## config.mk

```make
export PLATFORM = sky130hd
export DESIGN_NAME = seam_linear_blend_top
export DESIGN_NICKNAME = d
export VERILOG_FILES = /design/src/design/seam_lb_pkg.sv /design/src/design/seam_lb_div_step.sv /design/src/design/seam_lb_lane.sv /design/src/design/seam_linear_blend_top.sv
export VERILOG_INCLUDE_DIRS = /design/src /design/src/design
export SDC_FILE = /design/constraint.sdc
export NUM_CORES = 2
export LEC_CHECK = 0
export BUFFER_PORTS_ARGS = -buffer_cell sky130_fd_sc_hd__buf_2
export CAP_MARGIN = 15
export CORE_ASPECT_RATIO = 0.7
export CORE_MARGIN = 2
export CORE_UTILIZATION = 28
export CTS_BUF_LIST = sky130_fd_sc_hd__clkbuf_8
export CTS_CLUSTER_DIAMETER = 120
export DETAILED_ROUTE_END_ITERATION = 10
export PLACE_DENSITY = 0.44
export SKIP_LAST_GASP = 1
export SLEW_MARGIN = 20
export SYNTH_ARGS = -nofsm -noshare
export SYNTH_HDL_FRONTEND = slang
export SYNTH_HIERARCHICAL = 1
export SYNTH_SLANG_ARGS = --single-unit
export TNS_END_PERCENT = 30
```

## constraint.sdc

```tcl
create_clock -name i_clk -period 81.2 [get_ports i_clk]
set_clock_uncertainty 0.05 [all_clocks]
set_input_delay 16.24 -clock i_clk [delete_from_list [all_inputs] [get_ports i_clk]]
set_output_delay 16.24 -clock i_clk [all_outputs]
set_load 0.01 [all_outputs]
```

## src/design/seam_linear_blend_top_macros.svh

```systemverilog
// Assertion macros for the seam blend top-level design file.
`ifndef SEAM_LINEAR_BLEND_TOP_MACROS_SVH
`define SEAM_LINEAR_BLEND_TOP_MACROS_SVH

`ifndef SYNTH
`define SLB_ASSERT(label, clk, rst_n, prop) \
    label: assert property (@(posedge clk) disable iff (!rst_n) prop) \
        else $error("seam_linear_blend assertion failed");
`define SLB_ASSERT_ALWAYS(label, clk, prop) \
    label: assert property (@(posedge clk) prop) \
        else $error("seam_linear_blend assertion failed");
`else
`define SLB_ASSERT(label, clk, rst_n, prop)
`define SLB_ASSERT_ALWAYS(label, clk, prop)
`endif

`endif

```

## src/design/seam_lb_pkg.sv

```systemverilog
package seam_lb_pkg;

    localparam int unsigned ColW       = 13;
    localparam int unsigned PixW       = 8;
    localparam int unsigned NumChan    = 3;
    localparam int unsigned NumW       = ColW + PixW;
    localparam int unsigned QuoW       = PixW;
    localparam int unsigned LaneLat    = 2 + QuoW;
    localparam int unsigned MaxColumns = 8192;
    localparam int unsigned InTdataW   = 64;
    localparam int unsigned OutTdataW  = 24;
    localparam int unsigned CfgIdxW    = 2;

    localparam logic [CfgIdxW-1:0] CfgBandStart = 2'd0;
    localparam logic [CfgIdxW-1:0] CfgBandEnd   = 2'd1;

    typedef struct packed {
        logic [NumW-1:0] rem;
        logic [QuoW-1:0] quo;
        logic [ColW-1:0] divisor;
        logic [PixW-1:0] base;
        logic            keep_base;
    } t_div_word;

endpackage

```

## src/design/seam_lb_div_step.sv

```systemverilog
module seam_lb_div_step #(
    parameter int unsigned Shift = 0
) (
    input  logic                   i_clk,
    input  logic                   i_en,
    input  seam_lb_pkg::t_div_word i_word,
    output seam_lb_pkg::t_div_word o_word
);

    logic [seam_lb_pkg::NumW-1:0] trial;
    logic                         take;
    seam_lb_pkg::t_div_word       n_word;
    seam_lb_pkg::t_div_word       r_word;

    assign trial = seam_lb_pkg::NumW'(i_word.divisor) << Shift;
    assign take  = i_word.rem >= trial;

    always_comb begin
        n_word = i_word;
        if (take) begin
            n_word.rem        = i_word.rem - trial;
            n_word.quo[Shift] = 1'b1;
        end
    end

    always_ff @(posedge i_clk) begin
        if (i_en) begin
            r_word <= n_word;
        end
    end

    assign o_word = r_word;

endmodule

```

## src/design/seam_lb_lane.sv

```systemverilog
module seam_lb_lane (
    input  logic                         i_clk,
    input  logic                         i_en,
    input  logic                         i_inside,
    input  logic [seam_lb_pkg::ColW-1:0] i_span,
    input  logic [seam_lb_pkg::ColW-1:0] i_left,
    input  logic [seam_lb_pkg::ColW-1:0] i_offset,
    input  logic [seam_lb_pkg::PixW-1:0] i_base,
    input  logic [seam_lb_pkg::PixW-1:0] i_warp,
    output logic [seam_lb_pkg::PixW-1:0] o_pix
);

    logic [seam_lb_pkg::NumW-1:0] r_prod_base;
    logic [seam_lb_pkg::NumW-1:0] r_prod_warp;
    logic [seam_lb_pkg::ColW-1:0] r_span;
    logic [seam_lb_pkg::PixW-1:0] r_base;
    logic                         r_keep;
    seam_lb_pkg::t_div_word       r_sum;
    seam_lb_pkg::t_div_word       chain [0:seam_lb_pkg::QuoW];

    always_ff @(posedge i_clk) begin
        if (i_en) begin
            r_prod_base <= seam_lb_pkg::NumW'(i_base) * seam_lb_pkg::NumW'(i_left);
            r_prod_warp <= seam_lb_pkg::NumW'(i_warp) * seam_lb_pkg::NumW'(i_offset);
            r_span      <= i_span;
            r_base      <= i_base;
            r_keep      <= !i_inside || (i_warp == '0);

            r_sum.rem       <= seam_lb_pkg::NumW'({1'b0, r_prod_base} + {1'b0, r_prod_warp});
            r_sum.quo       <= '0;
            r_sum.divisor   <= r_span;
            r_sum.base      <= r_base;
            r_sum.keep_base <= r_keep;
        end
    end

    assign chain[0] = r_sum;

    for (genvar g = 0; g < seam_lb_pkg::QuoW; g++) begin : g_step
        seam_lb_div_step #(
            .Shift(seam_lb_pkg::QuoW - 1 - g)
        ) u_step (
            .i_clk (i_clk),
            .i_en  (i_en),
            .i_word(chain[g]),
            .o_word(chain[g+1])
        );
    end

    assign o_pix = chain[seam_lb_pkg::QuoW].keep_base ? chain[seam_lb_pkg::QuoW].base
                                                      : chain[seam_lb_pkg::QuoW].quo;

endmodule

```

## src/design/seam_linear_blend_top.sv

```systemverilog
// Linear feather blend of a base and a warped RGB pixel stream across a column band.
// Input words arrive on s_axis: tdata holds column, three base channels and three
// warped channels. Output words leave on m_axis: tdata holds the three blended
// channels and tuser flags a pixel that lay inside the band.
// The band is set through the configuration channel (index 0 start, index 1 end);
// it is always ready, and the user must write it only while no pixel is in flight;
// the block does not enforce this. Throughput is one pixel per clock when not stalled.
// A pixel passes the input register, which loads at the accepting edge, then two
// multiply and sum stages, eight restoring divider stages (one quotient bit each,
// one per channel lane) and the output register. The divider chain length sets the latency.
// Reset clears the band to empty and drops all words in flight.
// When the receiver stalls, one more word lands in a skid register and s_axis_tready
// falls the next cycle; the whole pipeline holds until the skid register drains.
`include "seam_linear_blend_top_macros.svh"

module seam_linear_blend_top (
    input  logic                                   i_clk,
    input  logic                                   i_rst_n,
    // column[12:0], dst_c0, dst_c1, dst_c2, warp_c0, warp_c1, warp_c2, zero fill
    input  logic [seam_lb_pkg::InTdataW-1:0]       s_axis_tdata,
    input  logic                                   s_axis_tvalid,
    output logic                                   s_axis_tready,
    // out_c0[7:0], out_c1[15:8], out_c2[23:16]
    output logic [seam_lb_pkg::OutTdataW-1:0]      m_axis_tdata,
    // in_band
    output logic                                   m_axis_tuser,
    output logic                                   m_axis_tvalid,
    input  logic                                   m_axis_tready,
    input  logic                                   i_cfg_valid,
    output logic                                   o_cfg_ready,
    input  logic [seam_lb_pkg::CfgIdxW-1:0]        i_cfg_index,
    input  logic [seam_lb_pkg::ColW-1:0]           i_cfg_data
);

    localparam int unsigned ColW    = seam_lb_pkg::ColW;
    localparam int unsigned PixW    = seam_lb_pkg::PixW;
    localparam int unsigned NumChan = seam_lb_pkg::NumChan;
    localparam int unsigned LaneLat = seam_lb_pkg::LaneLat;

    logic [ColW-1:0]      r_band_start;
    logic [ColW-1:0]      r_band_end;

    logic                 en;
    logic [ColW-1:0]      column;
    logic [PixW-1:0]      dst  [NumChan];
    logic [PixW-1:0]      warp [NumChan];
    logic                 n_inside;

    logic                 r_s0_valid;
    logic                 r_s0_inside;
    logic [ColW-1:0]      r_s0_span;
    logic [ColW-1:0]      r_s0_left;
    logic [ColW-1:0]      r_s0_offset;
    logic [PixW-1:0]      r_s0_base [NumChan];
    logic [PixW-1:0]      r_s0_warp [NumChan];

    logic [LaneLat-1:0]   r_vld;
    logic [LaneLat-1:0]   r_ins;
    logic [PixW-1:0]      lane_pix [NumChan];

    logic                              p_valid;
    logic [seam_lb_pkg::OutTdataW-1:0] p_data;
    logic                              p_user;
    logic                              out_free;

    logic                              r_out_valid;
    logic [seam_lb_pkg::OutTdataW-1:0] r_out_data;
    logic                              r_out_user;
    logic                              r_skid_valid;
    logic [seam_lb_pkg::OutTdataW-1:0] r_skid_data;
    logic                              r_skid_user;

    assign o_cfg_ready = 1'b1;

    always_ff @(posedge i_clk) begin
        if (!i_rst_n) begin
            r_band_start <= '0;
            r_band_end   <= '0;
        end else if (i_cfg_valid) begin
            case (i_cfg_index)
                seam_lb_pkg::CfgBandStart: r_band_start <= i_cfg_data;
                seam_lb_pkg::CfgBandEnd:   r_band_end   <= i_cfg_data;
                default: ;
            endcase
        end
    end

    assign en            = !r_skid_valid;
    assign s_axis_tready = en;

    assign column = s_axis_tdata[ColW-1:0];
    for (genvar c = 0; c < NumChan; c++) begin : g_unpack
        assign dst[c]  = s_axis_tdata[ColW + c*PixW +: PixW];
        assign warp[c] = s_axis_tdata[ColW + (NumChan + c)*PixW +: PixW];
    end

    assign n_inside = (r_band_end > r_band_start) && (column >= r_band_start)
                      && (column < r_band_end) && (32'(column) < seam_lb_pkg::MaxColumns);

    always_ff @(posedge i_clk) begin
        if (!i_rst_n) begin
            r_s0_valid <= 1'b0;
            r_vld      <= '0;
        end else if (en) begin
            r_s0_valid <= s_axis_tvalid;
            r_vld      <= {r_vld[LaneLat-2:0], r_s0_valid};
        end
    end

    always_ff @(posedge i_clk) begin
        if (en) begin
            r_s0_inside <= n_inside;
            r_s0_span   <= r_band_end - r_band_start;
            r_s0_left   <= r_band_end - column;
            r_s0_offset <= column - r_band_start;
            r_s0_base   <= dst;
            r_s0_warp   <= warp;
            r_ins       <= {r_ins[LaneLat-2:0], r_s0_inside};
        end
    end

    for (genvar c = 0; c < NumChan; c++) begin : g_lane
        seam_lb_lane u_lane (
            .i_clk   (i_clk),
            .i_en    (en),
            .i_inside(r_s0_inside),
            .i_span  (r_s0_span),
            .i_left  (r_s0_left),
            .i_offset(r_s0_offset),
            .i_base  (r_s0_base[c]),
            .i_warp  (r_s0_warp[c]),
            .o_pix   (lane_pix[c])
        );
    end

    assign p_valid  = r_vld[LaneLat-1];
    assign p_user   = r_ins[LaneLat-1];
    assign p_data   = {lane_pix[2], lane_pix[1], lane_pix[0]};
    assign out_free = !r_out_valid || m_axis_tready;

    always_ff @(posedge i_clk) begin
        if (!i_rst_n) begin
            r_out_valid  <= 1'b0;
            r_skid_valid <= 1'b0;
        end else if (out_free) begin
            if (r_skid_valid) begin
                r_out_valid  <= 1'b1;
                r_skid_valid <= 1'b0;
            end else begin
                r_out_valid <= en && p_valid;
            end
        end else if (en && p_valid) begin
            r_skid_valid <= 1'b1;
        end
    end

    always_ff @(posedge i_clk) begin
        if (out_free) begin
            if (r_skid_valid) begin
                r_out_data <= r_skid_data;
                r_out_user <= r_skid_user;
            end else begin
                r_out_data <= p_data;
                r_out_user <= p_user;
            end
        end else if (en) begin
            r_skid_data <= p_data;
            r_skid_user <= p_user;
        end
    end

    assign m_axis_tvalid = r_out_valid;
    assign m_axis_tdata  = r_out_data;
    assign m_axis_tuser  = r_out_user;

    `SLB_ASSERT(a_skid_needs_out, i_clk, i_rst_n, r_skid_valid |-> r_out_valid)
    `SLB_ASSERT(a_skid_fill_on_stall, i_clk, i_rst_n, $rose(r_skid_valid) |-> $past(!out_free))
    `SLB_ASSERT(a_line_frozen, i_clk, i_rst_n, !s_axis_tready |=> $stable(r_vld))
    `SLB_ASSERT_ALWAYS(a_reset_clears, i_clk, !i_rst_n |=> !r_out_valid && !r_skid_valid)

endmodule

```

# ---- Word level (Yosys, flattened, before mapping)
# Index checks and enable logic that the tools add are counted.
dict set report word_totals {
  wordCells 271
  register_bits 1312
  output_inout_bits 28
  in_bits 84
}
dict set report classes {
  reduce_logical 17
  multipliers 6
  muxes 27
  n_addsub 27
  magnitude_cmp 27
  bitwise 1
  eq_ne 1
}
# cell n
set op_table {}
lappend op_table {{21-bit 2-to-1 mux} 18}
lappend op_table {{8-bit by 13-bit multiplier with 21-bit output} 6}
lappend op_table {{22-bit 2-to-1 mux} 3}
lappend op_table {{21-bit adder} 3}
lappend op_table {{21-bit by 13-bit >= comparator with 1-bit output} 3}
lappend op_table {{21-bit by 14-bit >= comparator with 1-bit output} 3}
lappend op_table {{21-bit by 15-bit >= comparator with 1-bit output} 3}
lappend op_table {{21-bit by 16-bit >= comparator with 1-bit output} 3}
lappend op_table {{21-bit by 17-bit >= comparator with 1-bit output} 3}
lappend op_table {{21-bit by 18-bit >= comparator with 1-bit output} 3}
lappend op_table {{21-bit by 19-bit >= comparator with 1-bit output} 3}
lappend op_table {{21-bit by 20-bit >= comparator with 1-bit output} 3}
lappend op_table {{21-bit by 14-bit subtractor with 21-bit output} 3}
lappend op_table {{21-bit by 15-bit subtractor with 21-bit output} 3}
lappend op_table {{21-bit by 16-bit subtractor with 21-bit output} 3}
lappend op_table {{21-bit by 17-bit subtractor with 21-bit output} 3}
lappend op_table {{21-bit by 18-bit subtractor with 21-bit output} 3}
lappend op_table {{21-bit by 19-bit subtractor with 21-bit output} 3}
lappend op_table {{21-bit by 20-bit subtractor with 21-bit output} 3}
lappend op_table {{13-bit subtractor} 3}
lappend op_table {{8-bit zero test} 3}
lappend op_table {{24-bit 2-to-1 mux} 1}
lappend op_table {{8-bit 2-to-1 mux} 3}
lappend op_table {{13-bit >= comparator} 1}
lappend op_table {{11 further kinds} 20}

# ---- Depth between registers and ports, before layout
dict set report logic_depth {
  word_depth 3
  mapped_depth 19
  ltp_nobuf 17
}

# ---- Cells and area by module
# The synthesis kept the hierarchy.
# module n_inst cells_each seq_area_each_um2 area_each_um2
set modules_own_cells {}
lappend modules_own_cells {{seam_lb_lane (g_lane[1].u_lane)} 1 1027 3213.1 10958.0}
lappend modules_own_cells {{seam_lb_lane (g_lane[0].u_lane)} 1 1030 3213.1 10915.5}
lappend modules_own_cells {{seam_lb_lane (g_lane[2].u_lane)} 1 1003 3213.1 10801.6}
lappend modules_own_cells {seam_linear_blend_top 1 621 5225.0 8200.4}
lappend modules_own_cells {{seam_lb_div_step (g_lane[0].u_lane.g_step[5].u_step ...)} 3 203 1531.5 2595.0}
lappend modules_own_cells {{seam_lb_div_step (g_lane[0].u_lane.g_step[6].u_step ...)} 3 210 1531.5 2580.0}
lappend modules_own_cells {{seam_lb_div_step (g_lane[0].u_lane.g_step[7].u_step ...)} 3 202 1531.5 2562.5}
lappend modules_own_cells {{seam_lb_div_step (g_lane[0].u_lane.g_step[1].u_step ...)} 3 183 1531.5 2547.4}
lappend modules_own_cells {{seam_lb_div_step (g_lane[0].u_lane.g_step[3].u_step ...)} 3 199 1531.5 2546.2}
lappend modules_own_cells {{seam_lb_div_step (g_lane[0].u_lane.g_step[2].u_step ...)} 3 171 1531.5 2488.6}
lappend modules_own_cells {{seam_lb_div_step (g_lane[0].u_lane.g_step[4].u_step ...)} 3 195 1531.5 2477.4}
lappend modules_own_cells {{seam_lb_div_step (g_lane[0].u_lane.g_step[0].u_step ...)} 3 183 1531.5 2402.3}

# ---- Worst setup path before layout
# Ideal clock, no wire load.
dict set report synth_path {
  kind {reg2out}
  start {register r_skid_valid}
  end {output port s_axis_tready}
  arrival_ns 32.392
  path_stages_with_launch 4
  slack_ns 32.518
  n_path_buf 2
  cell_sequence {dfxtp_1 -> buf_2 -> buf_2 -> inv_1}
}
dict set report synth_between {
  elab_chain_cells 1
}
# item line
set synth_lines {}
lappend synth_lines {{from (decl)} seam_linear_blend_top.sv:69} ;# logic r_skid_valid;
lappend synth_lines {{from (signal assigned)} seam_linear_blend_top.sv:144} ;# r_skid_valid <= 1'b0;
lappend synth_lines {{from (signal assigned)} seam_linear_blend_top.sv:148} ;# r_skid_valid <= 1'b0;
lappend synth_lines {{from (signal assigned)} seam_linear_blend_top.sv:153} ;# r_skid_valid <= 1'b1;
lappend synth_lines {{1-bit zero test} seam_linear_blend_top.sv:88} ;# assign en = !r_skid_valid;
lappend synth_lines {{to (decl)} seam_linear_blend_top.sv:22} ;# output logic s_axis_tready,
# No other way between the ends.

# ---- Worst setup path in the final report
# Same ends and word-level chain as after synthesis.

==> summary.txt <==
Outcome
  • Outcome: finished clean

Final layout
  • Seq. cell area: 48600 µm²
  • Layout net count: 9414
  • Finished Core Util: 31.4%
  • Ratio of cells with drive above 1 in the final layout: 10.7%
  • Area growth, synth to finish: 11.8%
  • Fill cells: 34.3k
  • Commonest non-fill, non-tap cell in the layout: edfxtp_1
  • Commonest cells after routing, fill and taps aside: edfxtp_1 (1591), inv_1 (1025), ha_1 (657), nand2_1 (543), and2_1 (465)
  • Multi-input gate area: 43600 µm²

Flow run
  • # Max-Cap Violations: 0

Placement
  • Number of buffers added on ports: 107
  • Final GP Congestion: 0.849
  • Pre-CTS WS: 62650 ps
  • DP HPWL: 178000 µm

Global routing
  • GR Util All Layers: 13.6%
  • Initial antenna violation count: 31
  • First-pass GRT wire length: 368000 µm
  • Grt total ovfl: 0
  • Number of global-route vias before repair: 60.0k
  • Largest net degree at the start of global routing: 187

Timing
  • Worst-Margin Slew: 1150 ps
  • Total Neg Setup Slack: 0 ps
  • RSZ-0062 raised after global routing: no
  • Fin. max-slew vios: 0
  • Headroom to the max-slew limit: 23.5%
  • Final Cycle Share: 22.6%
  • Setup WS post-layout: 62850 ps
  • Min Tclk post-route: 18350 ps
  • Final hold vios: 0
  • Hold_ws: 315 ps
  • Maximum clock frequency: 54.5 MHz
  • Final setup fails: 0

CTS
  • Setup Fix Bufs, Post-CTS: 0
  • Clock sinks: 1630
  • CTS H-Tree Depth: 5
  • TritonCTS clock tree: yes
  • Clock-pin slew on the worst setup and hold paths: 60 ps
  • CTS resizes: 0
  • Clk_lat worst skew: 950 ps
  • Root buf cell: clkbuf_8
  • # hold bufs at CTS: 0
  • CTS Buf Count: 289
  • Maximum clock path buffer count: 4

Detailed routing
  • Antenna-violating nets left: 0
  • Initial DRC count: 4195
  • Vias per cell: 4.59
  • Drt first pass iters: 5
  • DR WL/cell: 18.4 µm
  • Final WL: 240000 µm
  • Drt drc: 0
  • Vias: 59.8k

Setup path
  • RR Startpoint: r_s0_base[12]
  • Reg2reg path depth: 15
  • CP Launch Type: flop
  • Crit. End Element: output pin
  • Worst path required time: 64910 ps
  • Crit path DAT: 2060 ps
  • RR Endpoint: g_lane[1].u_lane/r_prod_base[18]
  • Reg2reg setup slack: 75360 ps
  • Worst Setup Path Type: reg2out
  • Crit-path max FO: 82

Pwr
  • Pwr Total: 4.79 mW
  • Leak: 43.9 nW
  • Max VDD drop: 25.4 µV
  • Pwr Density: 44.4 nW/µm²

Floorplanning
  • Die Y: 495 µm
  • Ports: 112
  • Die ar.: 350000 µm²
  • Core Footprint: 343000 µm²
  • Die W: 706 µm
  • Initial Util: 28.1%
  • Rows: 180

Min path
  • Worst Hold Path Cells: 0
  • Hold Startpoint: g_lane[2].u_lane/r_span[10]
  • Hold path endpoint: g_lane[2].u_lane/chain[427]
  • Worst min-delay path category: reg2reg

Synth
  • Cell area after synthesis: 96600 µm²
  • Syn avg cell area: 12.2 µm²
  • Ys Warns: 6
  • Mapped Cells: 7929
-- flip-flops by register name, summed over array words and instances (netlist names), 24 cells and up --
| signal | cells |
|---|---|
| r_s0_base | 24 |
| g_lane.u_lane/r_prod_warp | 63 |
| g_lane.u_lane/g_step.u_step/o_word | 1122 |
| g_lane.u_lane/r_base | 24 |
| g_lane.u_lane/chain | 129 |
| g_lane.u_lane/r_span | 39 |
| m_axis_tdata | 24 |
| r_s0_warp | 24 |
| g_lane.u_lane/r_prod_base | 63 |
| r_skid_data | 24 |
-- how the worst max path moves through the flow --
stage                     to  cells past startpoint             from  slack (ps)
6_report       s_axis_tready                      2     r_skid_valid       62850
5_1_grt        s_axis_tready                      2     r_skid_valid       62590
4_1_cts        s_axis_tready                      2     r_skid_valid       62590
3_5_place_dp   r_s0_left[11]                      8  s_axis_tdata[1]       62650
3_3_place_gp   r_s0_left[11]                      8  s_axis_tdata[1]       62610
2_1_floorplan  s_axis_tready                      3     r_skid_valid       34480
-- metal layers --
layer	global-route usage [%]	vias to the layer above	wire (µm)
met3	2.19	370	11100
met2	18.5	1303	93000
met5	0	-	0
li1	-	28900	-
met1	21.6	29300	129000
met4	4.03	0	7120
-- power by group --
group / internal, mW / switching, mW / leakage (nW)
Clock: 0.379 / 0.355 / 2.95
Combinational: 1.09 / 1.45 / 23.9
Sequential: 1.34 / 0.183 / 17.1
-- cell type report --
| class | instances | share of cell area, % |
|---|---|---|
| sequential | 1630 | 45.0 |
| multi-input combinational | 5194 | 40.4 |
| tap | 4550 | 5.27 |
| clock buffer | 294 | 3.75 |
| inverter | 963 | 3.36 |
| clock inverter | 197 | 1.15 |
| timing repair buffer | 172 | 1.00 |
| antenna | 31 | 0.0718 |
-- per-stage QoR --
step | cells | area [µm²]
2_1_floorplan | 7950 | 96700
3_3_place_gp | 12500 | 103000
3_5_place_dp | 12500 | 103000
4_1_cts | 13000 | 108000
5_1_grt | 13000 | 108000
6_report | 13000 | 108000
-- worst max-delay path: stages, from the launching register on --
cell and delay [ps]:
dfxtp_2 350, inv_8 390, buf_2 340
(Power assumes the default switching activity.)
